[config.mk]
export PLATFORM = sky130hd
export DESIGN_NAME = tws_front
export DESIGN_NICKNAME = d
export VERILOG_FILES = /design/src/rtl/core/tws_pkg.sv /design/src/rtl/core/tws_front.sv
export SDC_FILE = /design/constraint.sdc
export NUM_CORES = 1
export LEC_CHECK = 0
export ABC_AREA = 1
export BUFFER_PORTS_ARGS = -buffer_cell sky130_fd_sc_hd__buf_2
export CAP_MARGIN = 20
export CORE_ASPECT_RATIO = 1.75
export CORE_MARGIN = 2
export CORE_UTILIZATION = 55
export DETAILED_ROUTE_END_ITERATION = 12
export GPL_TIMING_DRIVEN = 0
export PLACE_DENSITY = 0.8
export SYNTH_ARGS = -nofsm -noshare
export SYNTH_HDL_FRONTEND = slang
export SYNTH_SLANG_ARGS = --single-unit
[constraint.sdc]
create_clock -name clk -period 9.17 [get_ports clk]
set_input_delay 1.834 -clock clk [delete_from_list [all_inputs] [get_ports clk]]
set_output_delay 1.834 -clock clk [all_outputs]
set_load 0.1 [all_outputs]
[src/rtl/core/tws_pkg.sv]
// Shared constants, field widths and control structs of the stereo table waveshaper.
// Used by tws_front, tws_back and table_waveshaper_stereo_unit; depends on nothing.
package tws_pkg;

    // Curve table size and the address width that follows from it.
    localparam int CURVE_POINTS = 200;
    localparam int ADDR_W       = $clog2(CURVE_POINTS);

    // Field widths of the streams and the configuration port.
    localparam int S_W       = 24;
    localparam int T_W       = 16;
    localparam int CFG_W     = 16;
    localparam int ENTRY_W   = 8;
    localparam int CFG_IDX_W = 3;
    localparam int IN_TDATA_W  = 72;
    localparam int OUT_TDATA_W = 48;

    // Fixed-point scaling.
    localparam int FRAC_W    = 20;
    localparam int GAIN_SH   = 12;
    localparam int GAIN_HALF = 1 << (GAIN_SH - 1);
    localparam int LVL_SH    = 15;
    localparam int LVL_HALF  = 1 << (LVL_SH - 1);
    localparam int CLIP_ONE  = 1 << FRAC_W;
    localparam int SAT_MAX   = (2 ** (S_W - 1)) - 1;
    localparam int SAT_MIN   = -(2 ** (S_W - 1));

    // Datapath widths, sized for the worst case of every stage.
    localparam int PG_W  = S_W + CFG_W + 1;
    localparam int GR_W  = 29;
    localparam int M_W   = 27;
    localparam int P_W   = M_W + $clog2(CURVE_POINTS + 1);
    localparam int IDX_W = P_W - FRAC_W;
    localparam int OP_W  = M_W + 1;
    localparam int X_W   = OP_W + T_W + 1;
    localparam int Y_W   = 29;
    localparam int WP_W  = Y_W + CFG_W + 1;
    localparam int W_W   = 34;
    localparam int PW_W  = W_W + CFG_W + 1;
    localparam int PD_W  = S_W + CFG_W + 1;
    localparam int MIX_W = PW_W + 1;

    // Request kinds carried in tuser.
    localparam logic OP_FRAME = 1'b0;
    localparam logic OP_WRITE = 1'b1;

    // Configuration register indexes.
    localparam logic [CFG_IDX_W-1:0] CFG_INPUT_GAIN  = 3'd0;
    localparam logic [CFG_IDX_W-1:0] CFG_OUTPUT_GAIN = 3'd1;
    localparam logic [CFG_IDX_W-1:0] CFG_CLIP_ENABLE = 3'd2;
    localparam logic [CFG_IDX_W-1:0] CFG_WET_LEVEL   = 3'd3;
    localparam logic [CFG_IDX_W-1:0] CFG_DRY_LEVEL   = 3'd4;

    typedef struct packed {
        logic [CFG_W-1:0] input_gain;
        logic [CFG_W-1:0] output_gain;
        logic             clip_enable;
        logic [CFG_W-1:0] wet_level;
        logic [CFG_W-1:0] dry_level;
    } tws_cfg_t;

    // Load enables of the eleven pipeline stages.
    typedef struct packed {
        logic p1;
        logic p2;
        logic p3;
        logic p4;
        logic p5;
        logic p6;
        logic p7;
        logic p8;
        logic p9;
        logic p10;
        logic p11;
    } tws_en_t;

    // Per-channel values handed from the front half to the back half.
    typedef struct packed {
        logic signed [S_W-1:0] s;
        logic [M_W-1:0]        m;
        logic [FRAC_W-1:0]     f;
        logic                  over;
        logic                  neg;
    } tws_fr_t;

endpackage

[src/rtl/core/tws_front.sv]
// Front half of one waveshaper channel: input gain, clip, magnitude and table address.
// Depends on tws_pkg.
module tws_front (
    input  logic                               clk,
    input  tws_pkg::tws_en_t                   en,
    input  tws_pkg::tws_cfg_t                  cfg,
    input  logic signed [tws_pkg::S_W-1:0]     s_in,
    output tws_pkg::tws_fr_t                   fr,
    output logic [tws_pkg::ADDR_W-1:0]         addr
);

    logic signed [tws_pkg::CFG_W:0]    gain_s;
    logic signed [tws_pkg::PG_W-1:0]   prod_next;
    logic signed [tws_pkg::PG_W-1:0]   prod_reg;
    logic signed [tws_pkg::S_W-1:0]    s2_reg;

    logic signed [tws_pkg::PG_W-1:0]   g_rnd;
    logic signed [tws_pkg::PG_W-1:0]   g_full;
    logic signed [tws_pkg::GR_W-1:0]   g;
    logic signed [tws_pkg::GR_W-1:0]   one_p;
    logic signed [tws_pkg::GR_W-1:0]   one_n;
    logic signed [tws_pkg::GR_W-1:0]   gc;
    logic signed [tws_pkg::GR_W-1:0]   mag;
    logic [tws_pkg::M_W-1:0]           m_next;
    logic                              neg_next;
    logic [tws_pkg::M_W-1:0]           m3_reg;
    logic                              neg3_reg;
    logic signed [tws_pkg::S_W-1:0]    s3_reg;

    logic [tws_pkg::P_W-1:0]           p_full;
    logic [tws_pkg::IDX_W-1:0]         idx;
    logic                              over_next;
    logic [tws_pkg::ADDR_W-1:0]        addr_next;
    logic [tws_pkg::ADDR_W-1:0]        addr4_reg;
    logic [tws_pkg::FRAC_W-1:0]        f4_reg;
    logic [tws_pkg::M_W-1:0]           m4_reg;
    logic                              over4_reg;
    logic                              neg4_reg;
    logic signed [tws_pkg::S_W-1:0]    s4_reg;

    // Stage 2: sample times input gain.
    assign gain_s    = $signed({1'b0, cfg.input_gain});
    assign prod_next = tws_pkg::PG_W'(s_in) * tws_pkg::PG_W'(gain_s);

    always_ff @(posedge clk)
    begin
        if (en.p2)
        begin
            prod_reg <= prod_next;
            s2_reg   <= s_in;
        end
    end

    // Stage 3: round back to Q.20, clamp if enabled, split sign and magnitude.
    assign g_rnd  = prod_reg + tws_pkg::PG_W'(tws_pkg::GAIN_HALF);
    assign g_full = g_rnd >>> tws_pkg::GAIN_SH;
    assign g      = g_full[tws_pkg::GR_W-1:0];
    assign one_p  = tws_pkg::GR_W'(tws_pkg::CLIP_ONE);
    assign one_n  = -one_p;

    always_comb
    begin
        gc = g;
        if (cfg.clip_enable && (g > one_p))
        begin
            gc = one_p;
        end
        else if (cfg.clip_enable && (g < one_n))
        begin
            gc = one_n;
        end
        neg_next = gc[tws_pkg::GR_W-1];
        mag      = neg_next ? -gc : gc;
        m_next   = mag[tws_pkg::M_W-1:0];
    end

    always_ff @(posedge clk)
    begin
        if (en.p3)
        begin
            m3_reg   <= m_next;
            neg3_reg <= neg_next;
            s3_reg   <= s2_reg;
        end
    end

    // Stage 4: magnitude times the table size gives index and fraction.
    assign p_full    = tws_pkg::P_W'(m3_reg) * tws_pkg::P_W'(tws_pkg::CURVE_POINTS);
    assign idx       = p_full[tws_pkg::P_W-1:tws_pkg::FRAC_W];
    assign over_next = (idx >= tws_pkg::IDX_W'(tws_pkg::CURVE_POINTS));
    assign addr_next = over_next ? tws_pkg::ADDR_W'(tws_pkg::CURVE_POINTS - 1)
                                 : idx[tws_pkg::ADDR_W-1:0];

    always_ff @(posedge clk)
    begin
        if (en.p4)
        begin
            addr4_reg <= addr_next;
            f4_reg    <= p_full[tws_pkg::FRAC_W-1:0];
            m4_reg    <= m3_reg;
            over4_reg <= over_next;
            neg4_reg  <= neg3_reg;
            s4_reg    <= s3_reg;
        end
    end

    assign addr    = addr4_reg;
    assign fr.s    = s4_reg;
    assign fr.m    = m4_reg;
    assign fr.f    = f4_reg;
    assign fr.over = over4_reg;
    assign fr.neg  = neg4_reg;

endmodule

==> results of run 1 <==
-- layout make-up --
class / instances / area (um2) / share of cell area [%]
multi-input cells: 1810 / 16000 / 59.5
flip-flops and latches: 181 / 5440 / 20.2
inverters: 826 / 3100 / 11.5
well taps: 577 / 722 / 2.68
repair buffers: 124 / 653 / 2.43
clock buffers: 17 / 425 / 1.58
plain buffers: 93 / 403 / 1.50
clock inverters: 14 / 168 / 0.623
-- cell families after synthesis --
group,share of synthesized area (%)
and+or+nand+nor,15.7
buffers and inverters,14.0
adders and majority gates,41.2
AOI/OAI and AO/OA,4.42
DFF,21.8
xor gates and xnor gates,2.77
other,0.0150
-- worst max-delay path, delay by kind of cell --
family                     cells  cell delay [ns]
adders and majority gates      7             3.67
and+or+nand+nor                6             0.93
buffers and inverters          7             1.43
AOI/OAI and AO/OA              3             0.84
xor gates and xnor gates       1             0.12
-- layer usage --
metal,vias to the layer above,track usage [%],wire (um)
met5,-,0,0
met4,0,23.8,6500
met3,346,4.68,4310
met2,901,52.8,33700
met1,9403,29.0,20500
li1,8879,-,-
-- metrics by stage --
step | hold WS (ns) | utilization [%] | cells
6_report | 0.420 | 59.9 | 3642
2_1_floorplan | 0.400 | - | 2910
3_5_place_dp | 0.405 | 58.4 | 3609
5_1_grt | 0.427 | 59.9 | 3642
3_3_place_gp | 0.400 | 58.4 | 3609
4_1_cts | 0.420 | 59.8 | 3640
-- worst max path at each step --
stage	slack (ns)	to	depth (start not counted)
global placement	0.36	prod_reg[39]	24
CTS	0.75	prod_reg[39]	24
global route	0.19	prod_reg[39]	24
floorplan	1.61	prod_reg[39]	18
finish	0.49	prod_reg[39]	24
detailed placement	0.29	prod_reg[39]	24
-- cell usage in the layout (no fill, tap or decap), types with 3 or more instances in the layout --
| cell type | n |
|---|---|
| nor3_1 | 11 |
| o21bai_1 | 8 |
| conb_1 | 3 |
| nor2_2 | 9 |
| clkbuf_16 | 17 |
| nand3_1 | 66 |
| buf_4 | 11 |
| nand2_4 | 3 |
| o21ai_1 | 8 |
| nand4_1 | 17 |
| clkbuf_1 | 79 |
| o221ai_1 | 4 |
| xor2_1 | 38 |
| nand2_1 | 679 |
| inv_2 | 4 |
| o21ai_0 | 48 |
| o31ai_1 | 4 |
| a31oi_1 | 6 |
| nor2_4 | 6 |
| a221oi_1 | 3 |
| edfxtp_1 | 181 |
| nand2_2 | 13 |
| nand3b_1 | 5 |
| a21o_1 | 7 |
| fa_1 | 397 |
| buf_2 | 122 |
| o21a_1 | 8 |
| inv_6 | 6 |
| a21oi_1 | 85 |
| inv_1 | 822 |
| nand3_2 | 6 |
| nor2_1 | 131 |
| o211ai_1 | 4 |
| ha_1 | 187 |
| xnor2_1 | 41 |
==> impl_results.md, run 1 <==
* Commonest cells post-synth: inv_1, nand2_1, fa_1, ha_1, edfxtp_1
* Dpl ws at 0.290 ns
* Die X at 165 um
* Layout area overhead at 7.92%
* Max reg flops at 30
* Final setup vio count at 0
* Post-CTS sizing at 0
* Die area at 47100 um2
* Drt total wl at ~65000 um
* Worst R2R End: addr[4]
* Post-synth cell types at 45
* Final std cell area, no fill at 26900 um2
* Mapped Area at roughly 25000 um2
* Largest net degree at the start of global routing at 76
* Hold bufs inserted after CTS at 0
* #FFs+latches synth at 181
* Root Buffer: clkbuf_16
* Drt first pass iters at 6
* Slowest CP cell: fa_1
* Synth area leader: fa_1
* Total GRT Usage at 29.3%
* Min-delay src: s2_reg[7]
* Max Fclk at roughly 0.12 GHz
* Synth Warn # at 0
* Core Box Area at 45000 um2
* Share of layout cells above drive strength 1 at 7.05%
* Seq/Total Area, Yosys at 21.8%
* Syn Inst Count at between 2000 and 3000
* Top-count cell post-synth: inv_1
* Status: completed
* Crit path time final at 8.68 ns
* Slew HR at 37.0%
* Antenna Nets Post-Route at 0
* Clock latency on the worst-skew pair at 0.45 ns
* Slew @ Worst Pin at 0.945 ns
* CTS Sinks at 181
* GRT overflow at 0
* CP endpoint kind: flip-flop
* Clock Path Buffers at 2
* Hold Path Cell Cnt at 0
* Max Cap Viol at 0
* Arr. time, crit path at a little under 9 ns
* CTS tree: built
* # rows at approximately 100
* CP max stage delay at 0.75 ns
* CP Cell Sequence: buf_2 -> clkbuf_1 -> clkbuf_1 -> nand2_1 -> fa_1 -> fa_1 -> inv_1 -> fa_1 -> fa_1 -> fa_1 -> inv_1 -> fa_1 -> inv_1 -> ha_1 -> nand2_1 -> nor2_1 -> inv_1 -> nor3_1 -> nand2_1 -> and3_1 -> o21ai_0 -> a21oi_1 -> o31ai_1 -> xor2_1
* HPWL after DPL at between 50000 and 60000 um
* Inserted Clock Buffers at 17
* Final Cycle Share at 94.6%
* Setup TNS at 0 ns
* DP Area at 26300 um2
* Async S/R FF share, synth at 0%
* Layout Nets at 3738
* # DRC at 0
* Setup Fix Bufs, Post-CTS at 0
* Worst setup SP type: input pin
* Ys flop type: edfxtp_1
* Worst hold path class: flip-flop to flip-flop
* Cell mode on critical path: fa_1
* Port Buffer Count at 122
* CP required at 9.34 ns
* Final worst slack at 0.492 ns
* DR vias/cell at roughly 5.4
* H-tree levels at 4
* Min-Delay Endpoint: s3_reg[7]
* Die height at roughly 290 um
* Mapped Avg Cell Area at 8.58 um2
* Crit. Startpoint: s_in[20]
* Fillers at between 3000 and 4000
* Synth top area cells: fa_1, edfxtp_1, inv_1
* Hold Fails Final Rpt at 0
* R2R Setup Slk at between 4 and 5 ns
* Synth top area share at 31.9%
* Max Transition Viols Final at 0
* Clock Skews at 0.0176 ns
* RSZ-0062 raised after global routing: no
* First-pass GRT wire length at 104000 um
* Ant diodes at 0
* RePlAce Congestion at ~1.0
* Initial antenna violation count at 0
* WS Path Type: input pin to flip-flop
* WL per Instance at approximately 18 um
* Initial Util at 55.5%
* Crit path max fanout at 10
* Vias in the first global route at just over 20000
* Via count at 19529
* Reg2reg start: m3_reg[12]
* Number of flops mapped to enable cells by yosys at roughly 180
* Iteration-0 DRC Markers at 1443
* I/O pin count at 182
* Worst reg2reg path depth at 17
* Clk pin slew, worst setup/hold paths at 0.06 ns
Power of run 1 is not shown: default switching activity piles up to over one toggle a cycle in this logic, so the estimate is an artifact.
==> inputs of run 2 (changes only) <==
Settings changed: BUFFER_PORTS_ARGS -buffer_cell sky130_fd_sc_hd__buf_2 to not set, DONT_BUFFER_PORTS set to 1, PLACE_DENSITY 0.8 to 0.76.
==> impl_results.md, run 2 (same netlist as run 1, synthesis figures left out) <==
* WS Path Type: input pin to flip-flop
* Arr. time, crit path at 8.51 ns
* Initial Util at 55.5%
* Iteration-0 DRC Markers at about 1100
* Reg2reg start: m3_reg[12]
* Worst hold path class: flip-flop to flip-flop
* I/O pin count at 182
* Antenna Nets Post-Route at 0
* Hold bufs inserted after CTS at 0
* Drt first pass iters at 8
* Worst setup SP type: input pin
* Core Box Area at 45000 um2
* Total GRT Usage at 30.7%
* CP required at about 9.4 ns
* Clock latency on the worst-skew pair at 0.47 ns
* Max reg flops at 30
* Initial antenna violation count at 0
* Crit path time final at 8.29 ns
* Vias in the first global route at 20779
* Clock Path Buffers at 2
* Worst R2R End: addr[5]
* Final std cell area, no fill at 26300 um2
* CTS Sinks at 181
* WL per Instance at between 15 and 20 um
* Inserted Clock Buffers at 17
* CTS tree: built
* Min-delay src: s2_reg[7]
* # DRC at 0
* # rows at ~100
* Fillers at 3944
* Clk pin slew, worst setup/hold paths at about 0.080 ns
* Root Buffer: clkbuf_16
* Max Fclk at 0.121 GHz
* DP Area at about 26000 um2
* RePlAce Congestion at roughly 0.96
* DR vias/cell at around 5.4
* Max Cap Viol at 0
* Setup TNS at 0 ns
* Layout area overhead at 5.37%
* Max Transition Viols Final at 0
* Min-Delay Endpoint: s3_reg[7]
* Drt total wl at slightly below 70000 um
* Die X at 165 um
* Die area at 47100 um2
* Final worst slack at 0.876 ns
* Status: completed
* H-tree levels at 4
* Hold Fails Final Rpt at 0
* Worst reg2reg path depth at 17
* CP endpoint kind: flip-flop
* Slew HR at 34.3%
* RSZ-0062 raised after global routing: no
* Commonest cells after routing, fill and taps aside: inv_1, nand2_1, fa_1
* Commonest non-fill, non-tap cell in the layout: inv_1
* Clock Skews at 0.0138 ns
* First-pass GRT wire length at 108000 um
* GRT overflow at 0
* Finished Core Util at 58.4%
* Dpl ws at 0.417 ns
* Port Buffer Count at 0
* Post-CTS sizing at 0
* Largest net degree at the start of global routing at 76
* Final setup vio count at 0
* Via count at 18926
* Crit path max fanout at 10
* Setup Fix Bufs, Post-CTS at 0
* Share of layout cells above drive strength 1 at 3.16%
* Final Cycle Share at 90.4%
* Ant diodes at 0
* Slew @ Worst Pin at 0.988 ns
* Hold Path Cell Cnt at 0
* HPWL after DPL at 56700 um
* R2R Setup Slk at 4.01 ns
* Layout Nets at 3614
* Die height at 286 um
## run 2: cell count changes in the layout (fill, tap and decap cells not counted), sizes merged
cell and delta:
buf -124, bufinv -1, clkinvlp +1, inv +1
## run 2: final cells by class
type                       instances  area, um2  area share, %
multi-input combinational       1810      16000           60.9
sequential                       181       5440           20.7
inverter                         826       3100           11.8
tap                              577        722           2.75
clock buffer                      17        425           1.62
buffer                            93        403           1.53
clock inverter                    15        185          0.705
## run 2: worst max path at each step
| stage | end | from |
|---|---|---|
| final | prod_reg[39] | s_in[10] |
| after global routing | prod_reg[39] | s_in[10] |
| after CTS | prod_reg[39] | s_in[23] |
| after detailed placement | prod_reg[39] | s_in[23] |
| after global placement | prod_reg[35] | s_in[10] |
| after floorplan | prod_reg[39] | s_in[23] |
## run 2: layer usage
metal / routed length [um] / global-route usage [%] / vias up
li1: - / - / 8620
met1: 22200 / 29.9 / 9351
met2: 37500 / 58.5 / 687
met3: 2870 / 3.32 / 268
met4: 5510 / 21.9 / 0
met5: 0 / 0 / -
## run 2: stage by stage
stage	hold WS, ns	instances
floorplan	0.400	2910
global placement	0.401	3487
detailed placement	0.405	3487
CTS	0.415	3519
global route	0.420	3519
finish	0.416	3519
## run 2: worst max-delay path, stage by stage
cell	delay, ns
clkbuf_1	0.36
clkbuf_1	0.56
nand2_1	0.17
fa_1	0.56
fa_1	0.52
fa_1	0.55
inv_1	0.05
fa_1	0.50
fa_1	0.50
inv_1	0.06
fa_1	0.53
inv_1	0.04
ha_1	0.35
nand2_1	0.12
nor2_1	0.24
inv_1	0.09
o21ai_0	0.23
nand2_1	0.07
and3_1	0.22
o21ai_0	0.30
a21oi_1	0.23
o31ai_1	0.30
xor2_1	0.11
Power of run 2 is left out for the same reason.
==> inputs of run 3 (changes only) <==
Settings changed: CELL_PAD_IN_SITES_DETAIL_PLACEMENT set to 1, CELL_PAD_IN_SITES_GLOBAL_PLACEMENT set to 2, CORE_UTILIZATION 55 to 41, PLACE_DENSITY 0.76 to 0.9.
==> impl_results.md, run 3 (same netlist as run 1, synthesis figures left out) <==
* Max Transition Viols Final at 0
* CP required at approximately 9.4 ns
* Antenna Nets Post-Route at 0
* Max Cap Viol at 0
* H-tree levels at 4
* Arr. time, crit path at ~8.7 ns
* Die X at between 150 and 200 um
* Via count at 19014
* Slew @ Worst Pin at roughly 1.0 ns
* DP Area at ~26000 um2
* DR vias/cell at 5.10
* Post-CTS sizing at 0
* HPWL after DPL at ~66000 um
* Hold Fails Final Rpt at 0
* I/O pin count at 182
* Clk pin slew, worst setup/hold paths at 0.07 ns
* Dpl ws at between 0.15 and 0.2 ns
* Setup Fix Bufs, Post-CTS at 0
* Core Box Area at 60200 um2
* Crit path max fanout at 10
* Iteration-0 DRC Markers at 703
* # rows at 119
* Layout Nets at 3614
* Final std cell area, no fill at approximately 26000 um2
* Setup TNS at 0 ns
* CTS Sinks at 181
* CP endpoint kind: flip-flop
* Final worst slack at 0.661 ns
* Commonest non-fill, non-tap cell in the layout: inv_1
* Drt total wl at 76700 um
* Crit path time final at 8.51 ns
* Share of layout cells above drive strength 1 at 2.99%
* Die area at approximately 63000 um2
* Final hold slack at approximately 0.42 ns
* Final setup vio count at 0
* Clock Path Buffers at 2
* Clock latency on the worst-skew pair at about 0.47 ns
* RePlAce Congestion at 0.934
* Clock Skews at 0.0112 ns
* Die height at 330 um
* Hold bufs inserted after CTS at 0
* Largest net degree at the start of global routing at 76
* # DRC at 0
* Final Cycle Share at 92.8%
* WL per Instance at 20.6 um
* Root Buffer: clkbuf_16
* GRT overflow at 0
* Initial antenna violation count at 2
* Inserted Clock Buffers at 17
* Drt first pass iters at 5
* Layout area overhead at 6.14%
* Commonest cells after routing, fill and taps aside: inv_1, nand2_1, fa_1
* Initial Util at 41.5%
* CTS tree: built
* Max reg flops at 30
* RSZ-0062 raised after global routing: no
* Vias in the first global route at 22368
* Port Buffer Count at 0
* Total GRT Usage at approximately 26%
* First-pass GRT wire length at 121000 um
* WS Path Type: input pin to flip-flop
* Status: completed
* Fillers at slightly above 7000
* Max Fclk at around 0.12 GHz
* Slew HR at between 30% and 40%
* Worst hold path class: flip-flop to flip-flop
* Worst setup SP type: input pin
run 3: critical path, stage by stage:
cell and delay (ns):
clkbuf_1 0.49, clkbuf_1 0.67, nand2_1 0.27, fa_1 0.55, fa_1 0.54, fa_1 0.53, inv_1 0.06, fa_1 0.47
fa_1 0.52, inv_1 0.05, fa_1 0.48, inv_1 0.04, ha_1 0.35, nand2_1 0.14, nor2_1 0.17, inv_1 0.08
nor3_1 0.22, nand2_1 0.07, and3_1 0.20, o21ai_0 0.32, a21oi_1 0.25, o31ai_1 0.29, xor2_1 0.11
run 3: area by class of cell:
class	count	area [um2]	share of cell area (%)
Clock inverter	12	110	0.416
Tap cell	786	983	3.71
Multi-Input combinational cell	1810	16000	60.5
Clock buffer	17	425	1.61
Buffer	93	403	1.52
Sequential cell	181	5440	20.5
Inverter	826	3100	11.7
Antenna cell	2	5.00	0.0189
run 3: path summary, 6_finish.rpt:
check	start	endpoint	slack [ns]	cells after the start
worst max-delay path	s_in[17]	prod_reg[39]	0.66	23
worst min-delay path	s2_reg[16]	s3_reg[16]	0.42	0
worst max register to register	m3_reg[12]	addr[4]	3.77	19
worst min register to register	s2_reg[16]	s3_reg[16]	0.42	0
run 3: metal layers:
layer  global-route usage (%)  up-vias  share of wire (%)  wire (um)
met1                     22.6     9653                 31      24100
li1                         -     8610                  -          -
met4                     19.3        0                8.4       6420
met5                        0        -                  0          0
met2                     52.3      476                 57      44100
met3                     3.21      275                2.8       2150
run 3: per-stage QoR:
stage / cells / utilization [%]
4_1_cts: 3725 / 44.0
3_5_place_dp: 3696 / 43.1
5_1_grt: 3725 / 44.0
2_1_floorplan: 2910 / -
3_3_place_gp: 3696 / 43.1
6_report: 3727 / 44.0
Power of run 3 is left out for the same reason.
